--- src/rtl/core/e2c_pkg.sv ---
`default_nettype none

package e2c_pkg;

    // Input transaction: one cube face texel
    typedef struct packed {
        logic [2:0]  face;
        logic [11:0] col;
        logic [11:0] row;
    } t_in;

    // Output transaction: one source image address
    typedef struct packed {
        logic [12:0] src_col;
        logic [11:0] src_row;
        logic [24:0] src_pixel;
    } t_out;

    // Control travelling alongside the data in every cell
    typedef struct packed {
        logic       vld;
        logic [2:0] face;
    } t_tag;

    // Configuration register indexes
    localparam logic [1:0] CFG_FACE_SIZE  = 2'd0;
    localparam logic [1:0] CFG_SRC_WIDTH  = 2'd1;
    localparam logic [1:0] CFG_SRC_HEIGHT = 2'd2;

    // Face codes
    localparam logic [2:0] FACE_PX = 3'd0;
    localparam logic [2:0] FACE_NX = 3'd1;
    localparam logic [2:0] FACE_PY = 3'd2;
    localparam logic [2:0] FACE_NY = 3'd3;
    localparam logic [2:0] FACE_PZ = 3'd4;
    localparam logic [2:0] FACE_NZ = 3'd5;

    // Angles as 32-bit fractions of a turn
    localparam logic [31:0] ANG_ZERO    = 32'h0000_0000;
    localparam logic [31:0] ANG_QUARTER = 32'h4000_0000;
    localparam logic [31:0] ANG_HALF    = 32'h8000_0000;
    localparam logic [31:0] ANG_3QUART  = 32'hC000_0000;

    // Reciprocal of the CORDIC gain, scaled by 2^32
    localparam logic [31:0] GAIN_INV = 32'd2608131496;

    localparam logic [13:0] MAX_SRC_W = 14'd8192;
    localparam logic [12:0] MAX_SRC_H = 13'd4096;

    // atan(2^-i) as a turn fraction, rounded to nearest
    function automatic logic [31:0] e2c_atan(input int idx);
        logic [31:0] v;
        case (idx)
            0:  v = 32'd536870912;
            1:  v = 32'd316933406;
            2:  v = 32'd167458907;
            3:  v = 32'd85004756;
            4:  v = 32'd42667331;
            5:  v = 32'd21354465;
            6:  v = 32'd10679838;
            7:  v = 32'd5340245;
            8:  v = 32'd2670163;
            9:  v = 32'd1335087;
            10: v = 32'd667544;
            11: v = 32'd333772;
            12: v = 32'd166886;
            13: v = 32'd83443;
            14: v = 32'd41722;
            15: v = 32'd20861;
            16: v = 32'd10430;
            17: v = 32'd5215;
            18: v = 32'd2608;
            19: v = 32'd1304;
            20: v = 32'd652;
            21: v = 32'd326;
            22: v = 32'd163;
            23: v = 32'd81;
            default: v = 32'd0;
        endcase
        return v;
    endfunction

endpackage

`default_nettype wire

--- src/rtl/core/e2c_div_cell.sv ---
`default_nettype none

// One quotient bit of a restoring divider, two lanes (column and row)
module e2c_div_cell #(
    parameter int NW = 29
) (
    input  logic                  i_clk,
    input  logic                  i_rst_n,
    input  logic                  i_en,
    input  e2c_pkg::t_tag         i_tag,
    input  logic [12:0]           i_div,
    input  logic [1:0][NW-1:0]    i_num,
    input  logic [1:0][12:0]      i_rem,
    input  logic [1:0][NW-1:0]    i_quot,
    output e2c_pkg::t_tag         o_tag,
    output logic [1:0][NW-1:0]    o_num,
    output logic [1:0][12:0]      o_rem,
    output logic [1:0][NW-1:0]    o_quot
);
    import e2c_pkg::*;

    logic [1:0][13:0]   rem_s;
    logic [1:0]         ge;
    logic [1:0][NW-1:0] n_num;
    logic [1:0][12:0]   n_rem;
    logic [1:0][NW-1:0] n_quot;

    t_tag               r_tag;
    logic [1:0][NW-1:0] r_num;
    logic [1:0][12:0]   r_rem;
    logic [1:0][NW-1:0] r_quot;

    always_comb begin
        for (int k = 0; k < 2; k++) begin
            rem_s[k]  = {i_rem[k], i_num[k][NW-1]};
            ge[k]     = (rem_s[k] >= {1'b0, i_div});
            n_rem[k]  = ge[k] ? 13'(rem_s[k] - {1'b0, i_div}) : rem_s[k][12:0];
            n_quot[k] = {i_quot[k][NW-2:0], ge[k]};
            n_num[k]  = {i_num[k][NW-2:0], 1'b0};
        end
    end

    always_ff @(posedge i_clk) begin
        if (!i_rst_n) begin
            r_tag.vld <= 1'b0;
        end else if (i_en) begin
            r_tag <= i_tag;
        end
    end

    always_ff @(posedge i_clk) begin
        if (i_en) begin
            r_num  <= n_num;
            r_rem  <= n_rem;
            r_quot <= n_quot;
        end
    end

    assign o_tag  = r_tag;
    assign o_num  = r_num;
    assign o_rem  = r_rem;
    assign o_quot = r_quot;

endmodule

`default_nettype wire

--- config.mk ---
export PLATFORM = sky130hd
export DESIGN_NAME = e2c_div_cell
export DESIGN_NICKNAME = d
export VERILOG_FILES = /design/src/rtl/core/e2c_pkg.sv /design/src/rtl/core/e2c_div_cell.sv
export SDC_FILE = /design/constraint.sdc
export NUM_CORES = 1
export LEC_CHECK = 0
export BUFFER_PORTS_ARGS = -buffer_cell sky130_fd_sc_hd__clkbuf_2
export CORE_UTILIZATION = 35
export DETAILED_ROUTE_END_ITERATION = 16
export PLACE_DENSITY_LB_ADDON = 0.12
export SLEW_MARGIN = 20
export SYNTH_ARGS = -nofsm -noshare
export SYNTH_HDL_FRONTEND = slang
export SYNTH_SLANG_ARGS = --single-unit
export TNS_END_PERCENT = 10
--- constraint.sdc ---
create_clock -name i_clk -period 2.37 [get_ports i_clk]
set_input_delay 0.1185 -clock i_clk [delete_from_list [all_inputs] [get_ports i_clk]]
set_output_delay 0.1185 -clock i_clk [all_outputs]
set_load 0.005 [all_outputs]
==> results.json <==
{
  "synth_cells": 361,
  "cts_buffers": 17,
  "finalMaxSlewViolations": 0,
  "clk_latency_ns": 0.41,
  "cts_tree": "yes",
  "clock_tree.buffer_depth": 2,
  "ys_types": 44,
  "clockRootBuffer": "clkbuf_16",
  "register_area_um2": 4310,
  "numClockSinks": 144,
  "fin_hold_ws_ns": 0.0253,
  "ys.flop_type": "edfxtp_1",
  "path_clk_slew_ns": 0.07,
  "ys_ff_latch": 144,
  "crit_fanout": 12,
  "synth_edf_count": 143,
  "dieHeight_um": 132,
  "die_x_um": 132,
  "grt_max_degree": 57,
  "gp_congestion": 0.799,
  "drive_above_1_share": 0.460,
  "finalSetupViolations": 0,
  "layout_commonest_cell": "clkbuf_2",
  "dp_hpwl_mm": 11.7,
  "antenna_cells": 0,
  "multi_input_area_um2": 1530,
  "drt_iter0_drc": 181,
  "syn_area_per_cell_um2": 16.5,
  "cts_resized": 0,
  "path_delay_family": "adder cells",
  "worst_setup_path_end_kind": "flip-flop",
  "fin_ws_ns": 0.324,
  "routed_wl_mm": 16.6,
  "syn_to_final_growth_pct": 62.2,
  "crit_arrival_ns": 2.21,
  "drtAntennaViolNets": 0,
  "finalHoldViolCount": 0,
  "holdCritStartpoint": "i_rem[10]",
  "reg2reg_slack_ns": 1.24,
  "nFillCells": 1419,
  "status": "finished, final reports clean",
  "synth_async_sr_flop_share": 0,
  "ys_seq_area_frac": 0.725,
  "grt_first_pass_wirelength_mm": 25.7,
  "portBuffers": 303,
  "antenna_found_initial": 2,
  "h-tree-depth": 4,
  "rsz0062_at_grt": "no",
  "min_path_type": "in -> reg",
  "rows": 47,
  "fin_setup_tns_ns": 0,
  "holdPathEnd": "o_rem[11]",
  "grt_pass1_vias": 4883,
  "skew_ns": 0,
  "coreArea_um2": 16600,
  "route.vias.total": 4762,
  "period_minus_slack_ns": 2.05,
  "postCtsSetupRepairBufs": 0,
  "overflow": 0,
  "wl_per_cell_um": 15.8,
  "vdd_drop_max_mv": 0.472,
  "boundaryPins": 308,
  "power_density_nw_per_um2": 714,
  "worst_r2r_endpoint": "o_tag[3]",
  "layout_common_cells": "clkbuf_2, edfxtp_1, dlygate4sd3_1",
  "post-route-period-util": 0.863,
  "cp_cell_sequence": "clkbuf_2 > inv_1 > ha_1 > fa_1 > nor2b_4 > o31a_1 > o21ai_2 > a311o_1 > nand3_2 > buf_12 > mux2_2",
  "first_pass_iters": 4,
  "r2r_cells": 3,
  "fin_nets": 1008,
  "slowest_stage": "fa_1",
  "max_stage_delay_ns": 0.44,
  "cap_violations": 0,
  "syn-cell-area_um2": 5950,
  "relSlewSlack": 0.631,
  "route.detailed.drc": 0,
  "initial_core_util": 0.359,
  "rr_startpoint": "o_tag[3]",
  "yosys_warnings": 0,
  "crit_buf_inv": 3,
  "via_per_inst": 4.53,
  "max_freq_ghz": 0.489,
  "crit_path_start_kind": "input pin",
  "hold_path_depth": 2,
  "power_mw": 6.89,
  "cts_hold_buf": 117,
  "die-area_um2": 17500,
  "crit_type": "in -> reg",
  "grt_usage": 0.194,
  "leakage_nw": 4.30,
  "design_area_um2": 9660,
  "worstMarginPinSlew_ns": 0.554,
  "cp.required_ns": 2.53,
  "placedInstanceArea_um2": 7910,
  "pre_cts_ws_ns": -0.115
}
## Yosys cell counts, drive strengths merged, types with 5 or more instances
master / count / area, um^2
edfxtp: 143 / 4290
ha: 26 / 325
mux2: 22 / 251
inv: 20 / 75.1
nor2: 19 / 71.3
a21oi: 15 / 75.1
o21ai: 15 / 82.6
nand2: 10 / 37.5
xnor2: 10 / 87.6
o21a: 9 / 67.6
mux2i: 6 / 60.1
nand3: 6 / 35.0
xor2: 6 / 52.6
buf: 5 / 35.0
nor2b: 5 / 38.8
## sequential cells by signal, indices dropped and copies added (netlist names)
signal and flops:
o_num 56, o_quot 58, o_rem 26, o_tag 4
## report_power, final
group / internal [mW] / switching [mW] / total (mW)
logic: 0.630 / 0.511 / 1.14
clock network: 1.48 / 1.13 / 2.61
registers: 3.08 / 0.0636 / 3.14
## through the flow
stage | utilization | cells
after global routing | 0.582 | 1051
after detailed placement | 0.477 | 902
after floorplan | - | 362
after global placement | 0.477 | 902
after CTS | 0.582 | 1051
final | 0.582 | 1051
## logic make-up after synthesis
logic type               after synthesis  share of synthesized area
AO/OA/AOI/OAI                         63                     0.0702
adder cells (fa/ha/maj)               28                     0.0614
multiplexers                          28                     0.0523
XOR/XNOR                              16                     0.0235
flip-flops                           144                      0.725
AND/OR/NAND/NOR                       56                     0.0488
buffers and inverters                 25                     0.0185
other                                  1                   0.000630
## worst max-delay path by stage
stage / from / endpoint / slack [ns] / cells past startpoint
after floorplan: i_num[57] / o_rem[18] / 0.04 / 10
after global placement: i_num[57] / o_rem[20] / -0.05 / 11
after detailed placement: i_num[57] / o_rem[22] / -0.11 / 11
after CTS: i_num[57] / o_rem[19] / 0.33 / 11
after global routing: i_num[57] / o_rem[15] / 0.21 / 11
final: i_num[57] / o_rem[15] / 0.32 / 11
## layout make-up
| cell class | instances | area share |
|---|---|---|
| timing repair buffer | 442 | 0.299 |
| clock inverter | 15 | 0.0157 |
| clock buffer | 17 | 0.0440 |
| sequential | 144 | 0.447 |
| tap | 220 | 0.0285 |
| multi-input combinational | 193 | 0.159 |
| inverter | 20 | 0.00777 |
## worst reg2reg max path, stage by stage, from the launching register on
cell and delay (ns):
dfxtp_1 0.31, mux2i_1 0.12, nor2b_1 0.06, dlygate4sd3_1 0.54
## metal layers
| metal | global-route usage | vias to the layer above | part of all wire |
|---|---|---|---|
| li1 | - | 2306 | - |
| met1 | 0.219 | 2241 | 0.40 |
| met2 | 0.343 | 187 | 0.52 |
| met3 | 0.0590 | 24 | 0.063 |
| met4 | 0.0741 | 4 | 0.020 |
| met5 | 0 | - | 0.0015 |
(Power assumes the default switching activity.)
