==> config.mk <==
export PLATFORM = sky130hd
export DESIGN_NAME = e2c_cordic_cell
export DESIGN_NICKNAME = d
export VERILOG_FILES = /design/src/rtl/core/e2c_pkg.sv /design/src/rtl/core/e2c_cordic_cell.sv
export SDC_FILE = /design/constraint.sdc
export NUM_CORES = 1
export LEC_CHECK = 0
export ABC_AREA = 1
export BUFFER_PORTS_ARGS = -buffer_cell sky130_fd_sc_hd__clkbuf_2
export CORE_MARGIN = 2
export CORE_UTILIZATION = 49
export CTS_CLUSTER_SIZE = 8
export DETAILED_ROUTE_END_ITERATION = 6
export PLACE_DENSITY = 0.82
export SYNTH_ARGS = -nofsm -noshare
export SYNTH_HDL_FRONTEND = slang
export SYNTH_SLANG_ARGS = --single-unit
==> constraint.sdc <==
create_clock -name i_clk -period 6 [get_ports i_clk]
set_input_delay 1.2 -clock i_clk [delete_from_list [all_inputs] [get_ports i_clk]]
set_output_delay 1.2 -clock i_clk [all_outputs]
set_load 0.03 [all_outputs]
==> src/rtl/core/e2c_pkg.sv <==
`default_nettype none

package e2c_pkg;

    // Input transaction: one cube face texel
    typedef struct packed {
        logic [2:0]  face;
        logic [11:0] col;
        logic [11:0] row;
    } t_in;

    // Output transaction: one source image address
    typedef struct packed {
        logic [12:0] src_col;
        logic [11:0] src_row;
        logic [24:0] src_pixel;
    } t_out;

    // Control travelling alongside the data in every cell
    typedef struct packed {
        logic       vld;
        logic [2:0] face;
    } t_tag;

    // Configuration register indexes
    localparam logic [1:0] CFG_FACE_SIZE  = 2'd0;
    localparam logic [1:0] CFG_SRC_WIDTH  = 2'd1;
    localparam logic [1:0] CFG_SRC_HEIGHT = 2'd2;

    // Face codes
    localparam logic [2:0] FACE_PX = 3'd0;
    localparam logic [2:0] FACE_NX = 3'd1;
    localparam logic [2:0] FACE_PY = 3'd2;
    localparam logic [2:0] FACE_NY = 3'd3;
    localparam logic [2:0] FACE_PZ = 3'd4;
    localparam logic [2:0] FACE_NZ = 3'd5;

    // Angles as 32-bit fractions of a turn
    localparam logic [31:0] ANG_ZERO    = 32'h0000_0000;
    localparam logic [31:0] ANG_QUARTER = 32'h4000_0000;
    localparam logic [31:0] ANG_HALF    = 32'h8000_0000;
    localparam logic [31:0] ANG_3QUART  = 32'hC000_0000;

    // Reciprocal of the CORDIC gain, scaled by 2^32
    localparam logic [31:0] GAIN_INV = 32'd2608131496;

    localparam logic [13:0] MAX_SRC_W = 14'd8192;
    localparam logic [12:0] MAX_SRC_H = 13'd4096;

    // atan(2^-i) as a turn fraction, rounded to nearest
    function automatic logic [31:0] e2c_atan(input int idx);
        logic [31:0] v;
        case (idx)
            0:  v = 32'd536870912;
            1:  v = 32'd316933406;
            2:  v = 32'd167458907;
            3:  v = 32'd85004756;
            4:  v = 32'd42667331;
            5:  v = 32'd21354465;
            6:  v = 32'd10679838;
            7:  v = 32'd5340245;
            8:  v = 32'd2670163;
            9:  v = 32'd1335087;
            10: v = 32'd667544;
            11: v = 32'd333772;
            12: v = 32'd166886;
            13: v = 32'd83443;
            14: v = 32'd41722;
            15: v = 32'd20861;
            16: v = 32'd10430;
            17: v = 32'd5215;
            18: v = 32'd2608;
            19: v = 32'd1304;
            20: v = 32'd652;
            21: v = 32'd326;
            22: v = 32'd163;
            23: v = 32'd81;
            default: v = 32'd0;
        endcase
        return v;
    endfunction

endpackage

`default_nettype wire

==> src/rtl/core/e2c_cordic_cell.sv <==
`default_nettype none

// One CORDIC vectoring micro-rotation
module e2c_cordic_cell #(
    parameter int W    = 22,
    parameter int STEP = 0
) (
    input  logic                i_clk,
    input  logic                i_rst_n,
    input  logic                i_en,
    input  e2c_pkg::t_tag       i_tag,
    input  logic signed [W-1:0] i_x,
    input  logic signed [W-1:0] i_y,
    input  logic [31:0]         i_a,
    input  logic                i_byp,
    output e2c_pkg::t_tag       o_tag,
    output logic signed [W-1:0] o_x,
    output logic signed [W-1:0] o_y,
    output logic [31:0]         o_a,
    output logic                o_byp
);
    import e2c_pkg::*;

    localparam logic [31:0] ATAN_K = e2c_atan(STEP);

    logic signed [W-1:0] xs;
    logic signed [W-1:0] ys;
    logic signed [W-1:0] n_x;
    logic signed [W-1:0] n_y;
    logic [31:0]         n_a;

    t_tag                r_tag;
    logic signed [W-1:0] r_x;
    logic signed [W-1:0] r_y;
    logic [31:0]         r_a;
    logic                r_byp;

    always_comb begin
        xs  = i_x >>> STEP;
        ys  = i_y >>> STEP;
        n_x = i_x;
        n_y = i_y;
        n_a = i_a;
        if (!i_byp) begin
            if (i_y > 0) begin
                n_x = i_x + ys;
                n_y = i_y - xs;
                n_a = i_a + ATAN_K;
            end else begin
                n_x = i_x - ys;
                n_y = i_y + xs;
                n_a = i_a - ATAN_K;
            end
        end
    end

    always_ff @(posedge i_clk) begin
        if (!i_rst_n) begin
            r_tag.vld <= 1'b0;
        end else if (i_en) begin
            r_tag <= i_tag;
        end
    end

    always_ff @(posedge i_clk) begin
        if (i_en) begin
            r_x   <= n_x;
            r_y   <= n_y;
            r_a   <= n_a;
            r_byp <= i_byp;
        end
    end

    assign o_tag = r_tag;
    assign o_x   = r_x;
    assign o_y   = r_y;
    assign o_a   = r_a;
    assign o_byp = r_byp;

endmodule

`default_nettype wire
==> flow_metrics.env <==
export IMPL_seq_area_frac_synth_pct=31.1
export IMPL_fin_util_pct=57.2
export IMPL_worstSetupEndpoint="o_y[1]"
export IMPL_cellLeakagePower_nw=4.67
export IMPL_area_growth_syn_to_layout_pct=15.6
export IMPL_yosys_area_top_type="edfxtp_1"
export IMPL_cts_buffer_depth=2
export IMPL_grt_pass1_vias=7326
export IMPL_synthCells=1092
export IMPL_cp_end_kind="register"
export IMPL_cts_tree="done"
export IMPL_skew_ns=0
export IMPL_rsz0062_at_grt="no"
export IMPL_async_flop_share_pct=0
export IMPL_worst_pin_slew_ns=1.06
export IMPL_place_inst=1436
export IMPL_hold_viol=0
export IMPL_cts_resized=0
export IMPL_rr_worst_depth=2
export IMPL_numPortBuffers=164
export IMPL_outcome="complete, no violations"
export IMPL_critPathLaunchType="input pin"
export IMPL_drc_errors=0
export IMPL_wl_um=23100
export IMPL_htree_levels=3
export IMPL_dieWidth_um=130
export IMPL_initialDrtViolationCount=524
export IMPL_syn_avg_cell_area_um2=7.13
export IMPL_layout_cells_non_filler=1452
export IMPL_synthTopCellsByArea="edfxtp_1 (31%), nand2_1 (17%), ha_1 (10%)"
export IMPL_setup_viol=0
export IMPL_fillCellCount=1520
export IMPL_clock_latency_ns=0.35
export IMPL_cts_sinks=81
export IMPL_gp_routability_congestion=1.01
export IMPL_power_density_nw_per_um2=237
export IMPL_tns_ns=0
export IMPL_drv_cap=0
export IMPL_critical_path_max_fanout=45
export IMPL_hold_class="register to register"
export IMPL_timing_rr_start="o_tag[3]"
export IMPL_cts_root_buf="clkbuf_16"
export IMPL_rrSetupSlack_ns=5.31
export IMPL_detail_route_antenna_nets=0
export IMPL_postCtsSetupBuffers=0
export IMPL_routed_via_count=7758
export IMPL_hp_start="o_tag[3]"
export IMPL_synthFlopType="edfxtp_1"
export IMPL_cts_buffers=9
export IMPL_wire_per_inst_um=15.9
export IMPL_grt_pass1_wl_um=36200
export IMPL_yosysTopAreaCellShare_pct=30.9
export IMPL_min_period_over_period_pct=62.2
export IMPL_start_util_pct=49.5
export IMPL_diodes=0
export IMPL_synth_edff_count=80
export IMPL_fp_coreArea_um2=15700
export IMPL_min_period_ns=3.73
export IMPL_dieArea_um2=16900
export IMPL_cts_hold_fix_buffers=0
export IMPL_critPathLaunch="i_y[1]"
export IMPL_maxSlewHeadroom_pct=29.1
export IMPL_arrival_ns=3.81
export IMPL_synth_warnings=0
export IMPL_critPathKind="input pin to register"
export IMPL_antenna_found_initial=0
export IMPL_dp_hpwl_um=18000
export IMPL_dr_pass1_iters=7
export IMPL_nets=1382
export IMPL_ir_drop_mv=0.128
export IMPL_die_y_um=130
export IMPL_multi_input_area_um2=4490
export IMPL_yosysMostFrequentCell="nand2_1"
export IMPL_final_seq_area_um2=2420
export IMPL_synth_nets=1243
export IMPL_synth_seq_cells=81
export IMPL_fmax_ghz=0.268
export IMPL_ys_types=44
export IMPL_required_ns=6.08
export IMPL_overflow=0
export IMPL_worstReg2RegEnd="o_tag[3]"
export IMPL_num_rows=46
export IMPL_io_pins=165
export IMPL_synth_area_um2=7780
export IMPL_drive_gt1_share_pct=20.0
export IMPL_cts_clk_slew_worst_paths_ns=0.06
export IMPL_track_usage_pct=27.8
export IMPL_slew_viol_final=0
export IMPL_via_per_inst=5.34
export IMPL_grt_max_degree=81
export IMPL_yosys_top_cells_count="nand2_1 (355), inv_1 (150), nand3_1 (98)"
[placed cells by master, fill, tap and decap left out, types with 6 or more instances in the layout]
cell | netlist | layout
nor2_4 | 10 | 10
xor2_1 | 20 | 20
nand3_1 | 98 | 98
ha_1 | 63 | 63
nand2_2 | 12 | 12
nand4_1 | 18 | 18
inv_2 | 13 | 13
edfxtp_1 | 80 | 80
nor2_2 | 6 | 6
nand2_4 | 6 | 6
a21oi_1 | 53 | 53
inv_1 | 150 | 149
clkbuf_16 | 0 | 9
clkbuf_2 | 0 | 163
o21bai_1 | 9 | 9
o211ai_1 | 8 | 8
o21ai_1 | 14 | 14
nand2_1 | 355 | 355
o21ai_0 | 30 | 30
nor2_1 | 62 | 62
[worst max-delay path: stages]
cell      delay, ns
clkbuf_2       0.14
inv_1          0.15
nand4_1        0.15
nor2_1         0.21
nand3_1        0.12
nand2_2        0.73
inv_2          0.63
o211ai_1       0.35
o21ai_0        0.12
[layer usage]
layer / GRT usage [%] / vias up / part of all wire, %
met1: 35.8 / 3500 / 42
li1: - / 3783 / -
met4: 15.5 / 0 / 5.3
met5: 0 / - / 0
met2: 44.6 / 386 / 45
met3: 4.51 / 89 / 7.8
[layout make-up]
type | count | share of cell area, %
clock buffer | 11 | 2.59
timing repair buffer | 165 | 9.24
multi-input combinational | 808 | 49.9
clock inverter | 5 | 1.43
sequential | 81 | 26.9
inverter | 166 | 6.93
tap | 216 | 3.00
[cells by family after synthesis]
group	share of synthesized area, %
XOR/XNOR	2.59
AO/OA/AOI/OAI	9.60
buffers and inverters	11.2
flip-flops	31.1
adder cells (fa/ha/maj)	11.2
AND/OR/NAND/NOR	34.3
[where the power goes]
group          switching [mW]  leakage (nW)  internal, mW
Clock                   0.237         0.174         0.450
Sequential             0.0149         0.789         0.691
Combinational           0.522          3.71         0.220
[through the flow]
step                      power, mW  hold slack [ns]  worst slack, ns  area (µm²)
after detailed placement       1.45            0.534             1.96        8630
after global routing           2.24            0.613             2.09        8990
after floorplan                1.25            0.655             3.13        7780
after CTS                      2.14            0.554             2.32        8990
after global placement         1.44            0.526             2.00        8630
final                          2.14            0.563             2.27        8990
[how the worst min path moves through the flow]
stage | to | slack, ns | cells after the start
2_1_floorplan | o_tag[3] | 0.66 | 2
3_3_place_gp | o_tag[3] | 0.53 | 2
3_5_place_dp | o_tag[3] | 0.53 | 2
4_1_cts | o_tag[3] | 0.55 | 2
5_1_grt | o_tag[3] | 0.61 | 2
6_report | o_tag[3] | 0.56 | 2
[registers in the layout, indices dropped and copies added (netlist names)]
register / count
o_tag: 4
o_x: 22
o_a: 32
o_y: 22
o_byp: 1
Power figures use the tool's default switching activity.
