`src/rtl/core/e2c_pkg.sv`:
```
`default_nettype none

package e2c_pkg;

    // Input transaction: one cube face texel
    typedef struct packed {
        logic [2:0]  face;
        logic [11:0] col;
        logic [11:0] row;
    } t_in;

    // Output transaction: one source image address
    typedef struct packed {
        logic [12:0] src_col;
        logic [11:0] src_row;
        logic [24:0] src_pixel;
    } t_out;

    // Control travelling alongside the data in every cell
    typedef struct packed {
        logic       vld;
        logic [2:0] face;
    } t_tag;

    // Configuration register indexes
    localparam logic [1:0] CFG_FACE_SIZE  = 2'd0;
    localparam logic [1:0] CFG_SRC_WIDTH  = 2'd1;
    localparam logic [1:0] CFG_SRC_HEIGHT = 2'd2;

    // Face codes
    localparam logic [2:0] FACE_PX = 3'd0;
    localparam logic [2:0] FACE_NX = 3'd1;
    localparam logic [2:0] FACE_PY = 3'd2;
    localparam logic [2:0] FACE_NY = 3'd3;
    localparam logic [2:0] FACE_PZ = 3'd4;
    localparam logic [2:0] FACE_NZ = 3'd5;

    // Angles as 32-bit fractions of a turn
    localparam logic [31:0] ANG_ZERO    = 32'h0000_0000;
    localparam logic [31:0] ANG_QUARTER = 32'h4000_0000;
    localparam logic [31:0] ANG_HALF    = 32'h8000_0000;
    localparam logic [31:0] ANG_3QUART  = 32'hC000_0000;

    // Reciprocal of the CORDIC gain, scaled by 2^32
    localparam logic [31:0] GAIN_INV = 32'd2608131496;

    localparam logic [13:0] MAX_SRC_W = 14'd8192;
    localparam logic [12:0] MAX_SRC_H = 13'd4096;

    // atan(2^-i) as a turn fraction, rounded to nearest
    function automatic logic [31:0] e2c_atan(input int idx);
        logic [31:0] v;
        case (idx)
            0:  v = 32'd536870912;
            1:  v = 32'd316933406;
            2:  v = 32'd167458907;
            3:  v = 32'd85004756;
            4:  v = 32'd42667331;
            5:  v = 32'd21354465;
            6:  v = 32'd10679838;
            7:  v = 32'd5340245;
            8:  v = 32'd2670163;
            9:  v = 32'd1335087;
            10: v = 32'd667544;
            11: v = 32'd333772;
            12: v = 32'd166886;
            13: v = 32'd83443;
            14: v = 32'd41722;
            15: v = 32'd20861;
            16: v = 32'd10430;
            17: v = 32'd5215;
            18: v = 32'd2608;
            19: v = 32'd1304;
            20: v = 32'd652;
            21: v = 32'd326;
            22: v = 32'd163;
            23: v = 32'd81;
            default: v = 32'd0;
        endcase
        return v;
    endfunction

endpackage

`default_nettype wire

```
`src/rtl/core/e2c_vec_prep.sv`:
```
`default_nettype none

// Axis cases and half-plane fold ahead of a CORDIC vectoring chain
module e2c_vec_prep #(
    parameter int W = 22
) (
    input  logic                i_clk,
    input  logic                i_rst_n,
    input  logic                i_en,
    input  e2c_pkg::t_tag       i_tag,
    input  logic signed [W-1:0] i_x,
    input  logic signed [W-1:0] i_y,
    output e2c_pkg::t_tag       o_tag,
    output logic signed [W-1:0] o_x,
    output logic signed [W-1:0] o_y,
    output logic [31:0]         o_a,
    output logic                o_byp
);
    import e2c_pkg::*;

    logic signed [W-1:0] n_x;
    logic signed [W-1:0] n_y;
    logic [31:0]         n_a;
    logic                n_byp;

    t_tag                r_tag;
    logic signed [W-1:0] r_x;
    logic signed [W-1:0] r_y;
    logic [31:0]         r_a;
    logic                r_byp;

    always_comb begin
        n_x   = i_x;
        n_y   = i_y;
        n_a   = ANG_ZERO;
        n_byp = 1'b0;
        if (i_tag.face > FACE_NZ) begin
            n_x   = '0;
            n_y   = '0;
            n_byp = 1'b1;
        end else if (i_y == '0) begin
            n_byp = 1'b1;
            if (i_x < 0) begin
                n_a = ANG_HALF;
                n_x = -i_x;
            end
        end else if (i_x == '0) begin
            n_byp = 1'b1;
            n_a   = (i_y > 0) ? ANG_QUARTER : ANG_3QUART;
            n_x   = (i_y < 0) ? -i_y : i_y;
        end else if (i_x < 0) begin
            n_x = -i_x;
            n_y = -i_y;
            n_a = ANG_HALF;
        end
    end

    always_ff @(posedge i_clk) begin
        if (!i_rst_n) begin
            r_tag.vld <= 1'b0;
        end else if (i_en) begin
            r_tag <= i_tag;
        end
    end

    always_ff @(posedge i_clk) begin
        if (i_en) begin
            r_x   <= n_x;
            r_y   <= n_y;
            r_a   <= n_a;
            r_byp <= n_byp;
        end
    end

    assign o_tag = r_tag;
    assign o_x   = r_x;
    assign o_y   = r_y;
    assign o_a   = r_a;
    assign o_byp = r_byp;

endmodule

`default_nettype wire

```
`config.mk`:
```
export PLATFORM = sky130hd
export DESIGN_NAME = e2c_vec_prep
export DESIGN_NICKNAME = d
export VERILOG_FILES = /design/src/rtl/core/e2c_pkg.sv /design/src/rtl/core/e2c_vec_prep.sv
export SDC_FILE = /design/constraint.sdc
export NUM_CORES = 1
export LEC_CHECK = 0
export ABC_CLOCK_PERIOD_IN_PS = 6900
export BUFFER_PORTS_ARGS = -buffer_cell sky130_fd_sc_hd__buf_2
export CORE_UTILIZATION = 35
export CTS_BUF_LIST = sky130_fd_sc_hd__clkbuf_4
export DETAILED_ROUTE_END_ITERATION = 8
export PLACE_DENSITY = 0.63
export SYNTH_ARGS = -nofsm -noshare
export SYNTH_HDL_FRONTEND = slang
export SYNTH_SLANG_ARGS = --single-unit
```
`constraint.sdc`:
```
create_clock -name i_clk -period 6.9 [get_ports i_clk]
set_input_delay 0.69 -clock i_clk [delete_from_list [all_inputs] [get_ports i_clk]]
set_output_delay 0.69 -clock i_clk [all_outputs]
set_load 0.01 [all_outputs]
```
==> metrics.csv, run 1 <==
metric;value;unit
htree_levels;2;
post_cts_buffers;0;
min_period;3.20;ns
antenna_found_initial;1;
gr-total-overflow;0;
num-fill-cells;1045;
fmax;312;MHz
cp-end-kind;flip-flop;
critPathLaunchType;input pin;
syn_to_final_growth;15.6;%
start_util;36.2;%
synth_edf_count;50;
cts_hold_buf;0;
synth_seq_area_share;42.8;%
antenna_left;0;
cts_inserted_buffers;5;
clockRootBuffer;clkbuf_4;
synthArstFlopShare;0;%
drc_errors;0;
ys_seq_elements;51;
drt_iter0_drc;167;
peakVddDrop;0.0000765;V
fin_tns_setup;0;ns
grt_first_pass_wirelength;13800;um
routed_wl;8980;um
worstPathRequired;7.11;ns
pin_count;132;
yosys.area.top_type;edfxtp_1;
ys.flop_type;edfxtp_1;
insertion_delay;0.36;ns
cp_max_fo;19;
final_core_util;41.9;%
place_congestion;0.876;
p_per_area;185;nW/um^2
dieArea;10600;um^2
layoutNonFillerInstCount;584;
critPathKind;in2reg;
syn_area;3560;um^2
cts_tree;yes;
gr-usage-all-layers;17.1;%
drv_cap;0;
nets;504;
yosys-top-cells-area;edfxtp_1 (42%), xor2_1 (7.6%), buf_4 (6.5%);
die_w;103;um
rows;36;
p_leak;1.60;nW
vias_per_cell;5.20;
clockBufferDepth;2;
cts.sinks;51;
finalHoldViolCount;0;
power;0.762;mW
port_buffers;101;
final_cell_mix;buf_2 (101), edfxtp_1 (50), xor2_1 (31);
worst_slew_pin_slew;1.10;ns
outcome;finished, final reports clean;
drv_slew;0;
antennaDiodeCount;0;
clk_pin_slew;0.15;ns
finalInstanceArea;4120;um^2
finalSetupViolations;0;
dp_cells;576;
max_slew_margin;26.8;%
grt_max_degree;50;
worstPathArrival;3.42;ns
layout_commonest_cell;buf_2;
grt_pass1_vias;2836;
via_count;3034;
finalCritPeriodShare;46.4;%
yosys_warnings;0;
postPlaceCellArea;4010;um^2
rsz0062_at_grt;false;
die_h;103;um
hp-class;in2reg;
synth.distinct_cells;48;
first_pass_iters;4;
fin_skew;0;ns
netlist_instances;367;
hpwl;6580;um
netlist.area_leader.share;42.2;%
wl_per_cell;15.4;um
cts_resized;0;
syn_area_per_cell;9.70;um^2
fp.coreArea;9820;um^2
drive_gt1_share;27.1;%
synthesized netlist by cell type (all sizes together), types with 10 or more instances:
master / count
buf: 36
nand3: 14
edfxtp: 50
clkbuf: 19
o21ai: 19
o31ai: 12
xnor2: 14
xor2: 31
nand2: 19
nor2: 25
nor4: 10
or3: 17
a21oi: 22
layout make-up:
cell class                 count  area (um^2)  area share, %
timing repair buffer         102          513           12.5
tap                          133          166           4.04
multi-input combinational    286         1790           43.6
clock inverter                 2         60.1           1.46
inverter                       4         15.0          0.365
sequential                    51         1520           37.0
clock buffer                   6         45.0           1.09
final timing paths:
check / slack (ns) / to / from / cells past startpoint
max: 3.70 / o_x[18]$_SDFFCE_PP0P_ / i_x[2] / 6
min: 0.50 / o_tag[0]$_DFFE_PP_ / i_tag[0] / 1
max reg2reg: 6.30 / o_tag[3]$_SDFFE_PN0P_ / o_tag[3]$_SDFFE_PN0P_ / 2
min reg2reg: 0.53 / o_tag[3]$_SDFFE_PN0P_ / o_tag[3]$_SDFFE_PN0P_ / 2
state kept, by name (all words and copies together) (netlist names):
register  flops
o_tag         4
o_byp         1
o_x          22
o_y          22
o_a           2
logic make-up after synthesis:
logic type	after synthesis	synth area share, %
other	1	0.105
AO/OA/AOI/OAI	85	15.7
adder cells (fa/ha/maj)	3	1.05
XOR/XNOR	45	11.1
buffers and inverters	59	9.88
flip-flops	51	42.8
AND/OR/NAND/NOR	120	18.6
multiplexers	3	0.844
through the flow:
| step | hold WS [ns] | worst slack (ns) |
|---|---|---|
| after floorplan | 0.538 | 4.03 |
| after global placement | 0.492 | 3.56 |
| after detailed placement | 0.508 | 3.39 |
| after CTS | 0.480 | 3.78 |
| after global routing | 0.478 | 3.45 |
| final | 0.499 | 3.70 |
critical path: stages:
cell and delay (ns):
buf_2 0.13, nor4_1 0.68, nand2_1 0.37, nor4b_4 0.90, nand3_1 0.41, o22ai_1 0.23
routing by layer:
| metal | GRT usage [%] | vias up | share of wire (%) |
|---|---|---|---|
| met5 | 0 | - | 0 |
| met4 | 4.55 | 0 | 1.3 |
| met3 | 3.19 | 11 | 6.9 |
| met2 | 30.0 | 129 | 49 |
| met1 | 21.5 | 1430 | 43 |
| li1 | - | 1464 | - |
report_power, final:
group / switching (mW) / total, mW / leakage, nW / internal [mW]
logic: 0.101 / 0.165 / 1.05 / 0.0641
registers: 0.00716 / 0.383 / 0.492 / 0.376
clock network: 0.0964 / 0.213 / 0.0559 / 0.117
total: 0.205 / 0.762 / 1.60 / 0.557
Note: power is estimated with default switching activity, not from simulation.
==> run 2, diff against run 1 <==
--- a/config.mk
+++ b/config.mk
@@ -5,12 +5,13 @@
 export SDC_FILE = /design/constraint.sdc
 export NUM_CORES = 1
 export LEC_CHECK = 0
-export ABC_CLOCK_PERIOD_IN_PS = 6900
+export ABC_AREA = 1
+export ABC_CLOCK_PERIOD_IN_PS = 2700
 export BUFFER_PORTS_ARGS = -buffer_cell sky130_fd_sc_hd__buf_2
 export CORE_UTILIZATION = 35
 export CTS_BUF_LIST = sky130_fd_sc_hd__clkbuf_4
 export DETAILED_ROUTE_END_ITERATION = 8
-export PLACE_DENSITY = 0.63
+export PLACE_DENSITY = 0.64
 export SYNTH_ARGS = -nofsm -noshare
 export SYNTH_HDL_FRONTEND = slang
 export SYNTH_SLANG_ARGS = --single-unit
==> constraint.sdc (replaced) <==
create_clock -name i_clk -period 2.7 [get_ports i_clk]
set_input_delay 0.27 -clock i_clk [delete_from_list [all_inputs] [get_ports i_clk]]
set_output_delay 0.27 -clock i_clk [all_outputs]
set_load 0.01 [all_outputs]
==> metrics.csv, run 2 <==
metric;value;unit;change
outcome;finished, final reports clean;;
hp-class;in2reg;;
yosys-top-cells-area;edfxtp_1 (39%), nand2_1 (12%), nor2_1 (6.0%);;
finalSetupViolations;0;;unchanged
finalHoldViolCount;0;;unchanged
antennaDiodeCount;0;;unchanged
synth.distinct_cells;37;;-23%
vias_per_cell;4.99;;-3.9%
fin_tns_setup;0;ns;unchanged
p_per_area;406;nW/um^2;+120%
grt_max_degree;41;;-18%
grt_util_met3;3.04;%;-0.15 points
antenna_found_initial;0;;-1
finalCritPeriodShare;69.4;%;
yosys.area.top_type;edfxtp_1;;
drv_slew;0;;unchanged
cpLargestDelayFamily;simple AND/OR/NAND/NOR gates;;
start_util;36.6;%;+0.37 points
min_period;1.87;ns;
netlist.area_leader.share;39.0;%;-3.2 points
first_pass_iters;4;;unchanged
insertion_delay;0.38;ns;+0.02 ns
grt_pass1_vias;3480;;+23%
worstPathArrival;2.01;ns;-1.41 ns
cts_inserted_buffers;5;;unchanged
drive_gt1_share;21.0;%;-6.1 points
via_count;3748;;+24%
gr-total-overflow;0;;unchanged
syn_area;3850;um^2;+8.1%
htree_levels;2;;unchanged
ys.flop_type;edfxtp_1;;
syn_area_per_cell;7.41;um^2;-24%
clockBufferDepth;2;;unchanged
drv_cap;0;;unchanged
layoutNonFillerInstCount;751;;+29%
r2r_slack;2.04;ns;-4.26 ns
post_cts_buffers;0;;unchanged
crit_path_max_incr_delay;0.36;ns;-0.54 ns
grtUsageMet1;29.8;%;+8.2 points
cp_cell_sequence;buf_2 -> inv_1 -> ha_1 -> nand2_1 -> nor2_4 -> nand2_2 -> nor3_4 -> inv_2 -> o21ai_1 -> nor2_1;;
cp-end-kind;flip-flop;;
antenna_left;0;;unchanged
cts.sinks;51;;unchanged
ys_seq_elements;51;;unchanged
gr-usage-all-layers;20.3;%;+3.2 points
clk_pin_slew;0.14;ns;about the same
port_buffers;101;;unchanged
cts_resized;0;;unchanged
die_h;107;um;+3.9%
synth_commonest_cells;nand2_1 (128), nor2_1 (61), inv_1 (57);;
netlist_instances;519;;+41%
nets;668;;+33%
yosys_warnings;0;;unchanged
cts_tree;yes;;
busiest_layer;met2;;
pin_count;132;;unchanged
cp_max_fo;9;;-10
wl_per_cell;15.0;um;-2.4%
use_met2;31.1;%;+1.1 points
fp.coreArea;10500;um^2;+7.0%
fin_skew;0;ns;unchanged
synth_edf_count;50;;unchanged
drt_iter0_drc;283;;+69%
pre_cts_ws;0.434;ns;-2.95 ns
final.setup.worst_slack;0.827;ns;-2.87 ns
dp_cells;743;;+29%
routed_wl;11300;um;+25%
fmax;534;MHz;
synth_seq_area_share;39.5;%;-3.2 points
power;1.79;mW;+140%
rows;37;;+2.8%
synthArstFlopShare;0;%;unchanged
critPathKind;in2reg;;
grt_first_pass_wirelength;18100;um;+31%
critPathLaunchType;input pin;;
p_leak;2.07;nW;+30%
cts_hold_buf;0;;unchanged
syn_to_final_growth;14.8;%;
final_cell_mix;nand2_1 (128), buf_2 (101), nor2_1 (61);;
place_congestion;0.937;;+6.9%
layout_commonest_cell;nand2_1;;
max_slew_margin;59.1;%;+32 points
path_buf_inv;3;;+2
peakVddDrop;0.000158;V;+110%
postPlaceCellArea;4360;um^2;+8.8%
drc_errors;0;;unchanged
critPathSlowestCell;nor3_4;;
clockRootBuffer;clkbuf_4;;
rsz0062_at_grt;false;;
dieArea;11400;um^2;+8.0%
finalInstanceArea;4420;um^2;+7.3%
worstPathRequired;2.84;ns;-4.27 ns
die_w;107;um;+3.9%
hpwl;8710;um;+32%
worst_slew_pin_slew;0.614;ns;-0.484 ns
yosysMostFrequentCell;nand2_1;;
run 2: cell types whose count changed in the layout (fill, tap and decap cells not counted), sizes merged, moves of 10 or more:
cell	delta
nand2	+113
inv	+54
nor2	+44
nand3	+31
or3	-17
xor2	-13
o31ai	-11
xnor2	-11
a21oi	+10
run 2: worst reg2reg max path, cell delays in order, from the launching register on:
cell     delay (ns)
dfxtp_1        0.33
o21ai_0        0.17
a21oi_1        0.06
run 2: path summary, 6_finish.rpt:
path	from	end	depth (start not counted)
worst min register to register	o_tag[3]$_SDFFE_PN0P_	o_tag[3]$_SDFFE_PN0P_	2
worst min-delay path	i_tag[0]	o_tag[0]$_DFFE_PP_	1
worst max register to register	o_tag[3]$_SDFFE_PN0P_	o_tag[3]$_SDFFE_PN0P_	2
worst max-delay path	i_y[0]	o_y[15]$_SDFFCE_PP0P_	10
run 2: area by class of cell:
class                   count  area, um^2
fillers                  1129        6090
multi-input cells         391        1910
flip-flops and latches     51        1520
repair buffers            106         543
inverters                  59         223
well taps                 136         170
clock buffers               5        37.5
clock inverters             3        15.0
run 2: power by group:
part           leakage (nW)  switching, mW  internal, mW
Sequential            0.492         0.0217         0.956
Clock                0.0263          0.262        0.0961
Combinational          1.55          0.301         0.158
run 2: logic make-up after synthesis:
family,count (synthesis),synth area share [%]
simple gates,264,30.0
compound gates,73,10.9
buf+inv,106,13.8
fa+ha+maj,3,0.976
flops,51,39.5
xor+xnor,21,4.78
other cells,1,0.0975
run 2: stage by stage:
stage | hold WS [ns] | utilization, %
floorplan | 0.363 | -
global placement | 0.452 | 41.5
detailed placement | 0.459 | 41.5
CTS | 0.0475 | 42.0
global route | 0.0430 | 42.0
finish | 0.0572 | 42.0
run 2: metal layers:
layer  wire (um)  vias up
li1            -     1832
met1        5400     1751
met2        4960      150
met3         746       15
met4         162        0
met5           0        -
==> run 3, diff against run 2 <==
--- a/config.mk
+++ b/config.mk
@@ -6,12 +6,12 @@
 export NUM_CORES = 1
 export LEC_CHECK = 0
 export ABC_AREA = 1
-export ABC_CLOCK_PERIOD_IN_PS = 2700
+export ABC_CLOCK_PERIOD_IN_PS = 2000
 export BUFFER_PORTS_ARGS = -buffer_cell sky130_fd_sc_hd__buf_2
 export CORE_UTILIZATION = 35
 export CTS_BUF_LIST = sky130_fd_sc_hd__clkbuf_4
 export DETAILED_ROUTE_END_ITERATION = 8
-export PLACE_DENSITY = 0.64
+export PLACE_DENSITY = 0.62
 export SYNTH_ARGS = -nofsm -noshare
 export SYNTH_HDL_FRONTEND = slang
 export SYNTH_SLANG_ARGS = --single-unit
==> constraint.sdc (replaced) <==
create_clock -name i_clk -period 2 [get_ports i_clk]
set_input_delay 0.2 -clock i_clk [delete_from_list [all_inputs] [get_ports i_clk]]
set_output_delay 0.2 -clock i_clk [all_outputs]
set_load 0.01 [all_outputs]
==> metrics.csv, run 3 (synthesis gave the netlist of run 2 again) <==
metric;value;unit;change
routed_wl;11100;um;-1.1%
peakVddDrop;0.000394;V;+150%
wl_per_cell;14.5;um;-3.1%
hp-class;in2reg;;
first_pass_iters;5;;+1
drv_slew;0;;unchanged
switching_share;30.8;%;-1.7 points
htree_levels;2;;unchanged
die_h;107;um;unchanged
outcome;finished, final reports clean;;
cts_resized;0;;unchanged
start_util;36.6;%;unchanged
internal_power;1.79;mW;+48%
gr-usage-all-layers;20.0;%;-0.38 points
finalSetupViolations;0;;unchanged
via_count;3749;;+0.027%
worstPathRequired;2.22;ns;-0.62 ns
cts_tree;yes;;
clockRootBuffer;clkbuf_4;;
antenna_found_initial;0;;unchanged
cts_inserted_buffers;5;;unchanged
fin_skew;0;ns;unchanged
fp.coreArea;10500;um^2;unchanged
nets;683;;+2.2%
rsz0062_at_grt;false;;
p_per_area;563;nW/um^2;+39%
p_leak;2.17;nW;+4.7%
dieArea;11400;um^2;unchanged
place_congestion;0.881;;-6.0%
grt_first_pass_wirelength;17600;um;-2.8%
cp-end-kind;flip-flop;;
drv_cap;0;;unchanged
layoutNonFillerInstCount;766;;+2.0%
grt_max_degree;29;;-29%
syn_to_final_growth;19.3;%;
final_cell_mix;nand2_1 (128), buf_2 (101), nor2_1 (61);;
min_period;1.63;ns;
fin_tns_setup;0;ns;unchanged
cp-startpoint;i_x[0];;
drc_errors;0;;unchanged
clk_pin_slew;0.15;ns;about the same
critPathKind;in2reg;;
num-fill-cells;1113;;-1.4%
cp_max_fo;5;;-4
cts.sinks;51;;unchanged
rr_startpoint;o_tag[3]$_SDFFE_PN0P_;;
p_seq_share;50.9;%;-3.6 points
switchingPower;0.797;mW;+36%
worstHoldStart;i_tag[3];;
power_frac_clock;24.2;%;+4.3 points
antennaDiodeCount;0;;unchanged
drive_gt1_share;22.7;%;+1.7 points
clockBufferDepth;2;;unchanged
port_buffers;101;;unchanged
fmax;613;MHz;
power;2.58;mW;+44%
vias_per_cell;4.89;;-1.9%
worstPathArrival;1.85;ns;-0.16 ns
pre_cts_ws;-0.0374;ns;-0.471 ns
die_w;107;um;unchanged
insertion_delay;0.38;ns;about the same
critPathLaunchType;input pin;;
layout_commonest_cell;nand2_1;;
hpwl;8830;um;+1.4%
final.setup.worst_slack;0.370;ns;-0.457 ns
grt_pass1_vias;3427;;-1.5%
combPwrFrac;24.8;%;-0.8 points
gr-total-overflow;0;;unchanged
finalHoldViolCount;0;;unchanged
drt_iter0_drc;262;;-7.4%
pin_count;132;;unchanged
rows;37;;unchanged
finalCritPeriodShare;81.5;%;
dp_cells;755;;+1.6%
antenna_left;0;;unchanged
[run 3: worst paths after layout]
check	end	slack (ns)	depth (start not counted)
hold / removal	o_tag[3]$_SDFFE_PN0P_	0.03	3
setup reg to reg	o_tag[3]$_SDFFE_PN0P_	1.37	2
setup / recovery	o_x[20]$_SDFFCE_PP0P_	0.37	9
hold reg to reg	o_tag[3]$_SDFFE_PN0P_	0.55	2
[run 3: per-stage QoR]
step	area, um^2	util, %	hold WS (ns)
3_3_place_gp	4480	42.6	0.383
4_1_cts	4590	43.7	0.0139
5_1_grt	4590	43.7	0.0213
3_5_place_dp	4480	42.6	0.381
2_1_floorplan	3960	-	0.293
6_report	4590	43.7	0.0315
[run 3: power groups by stage]
stage | Sequential, mW | Clock [mW] | Combinational, mW
6_report | 1.32 | 0.626 | 0.642
5_1_grt | 1.33 | 0.672 | 0.716
4_1_cts | 1.32 | 0.639 | 0.644
3_5_place_dp | 1.34 | 0 | 0.637
3_3_place_gp | 1.34 | 0 | 0.637
2_1_floorplan | 1.40 | 0 | 0.329
[run 3: what timing repair did]
| item | CTS | global route |
|---|---|---|
| buffers inserted | 0 | 0 |
| endpoints found under the setup margin | 0 | 0 |
| hold endpoints to repair | 3 | 0 |
| hold buffers | 3 | 0 |
[run 3: cell type report]
type,count,area (um^2),share of cell area (%)
tap,136,170,3.71
inverter,59,223,4.85
timing repair buffer,121,688,15.0
clock buffer,5,37.5,0.818
multi-input combinational,391,1910,41.5
clock inverter,3,43.8,0.954
sequential,51,1520,33.2
[run 3: per-layer routing]
metal | vias to the layer above | routed length, um | track usage, %
met4 | 0 | 153 | 4.99
met3 | 12 | 980 | 2.86
met1 | 1674 | 4990 | 27.8
met5 | - | 0 | 0
li1 | 1866 | - | -
met2 | 197 | 5010 | 32.5
[run 3: critical path, stage by stage]
cell and delay (ns):
buf_2 0.11, inv_1 0.08, ha_1 0.18, nand3_1 0.17, nor2_4 0.19, nand4_1 0.18
nor3_2 0.39, nand3_1 0.16, a21oi_1 0.22
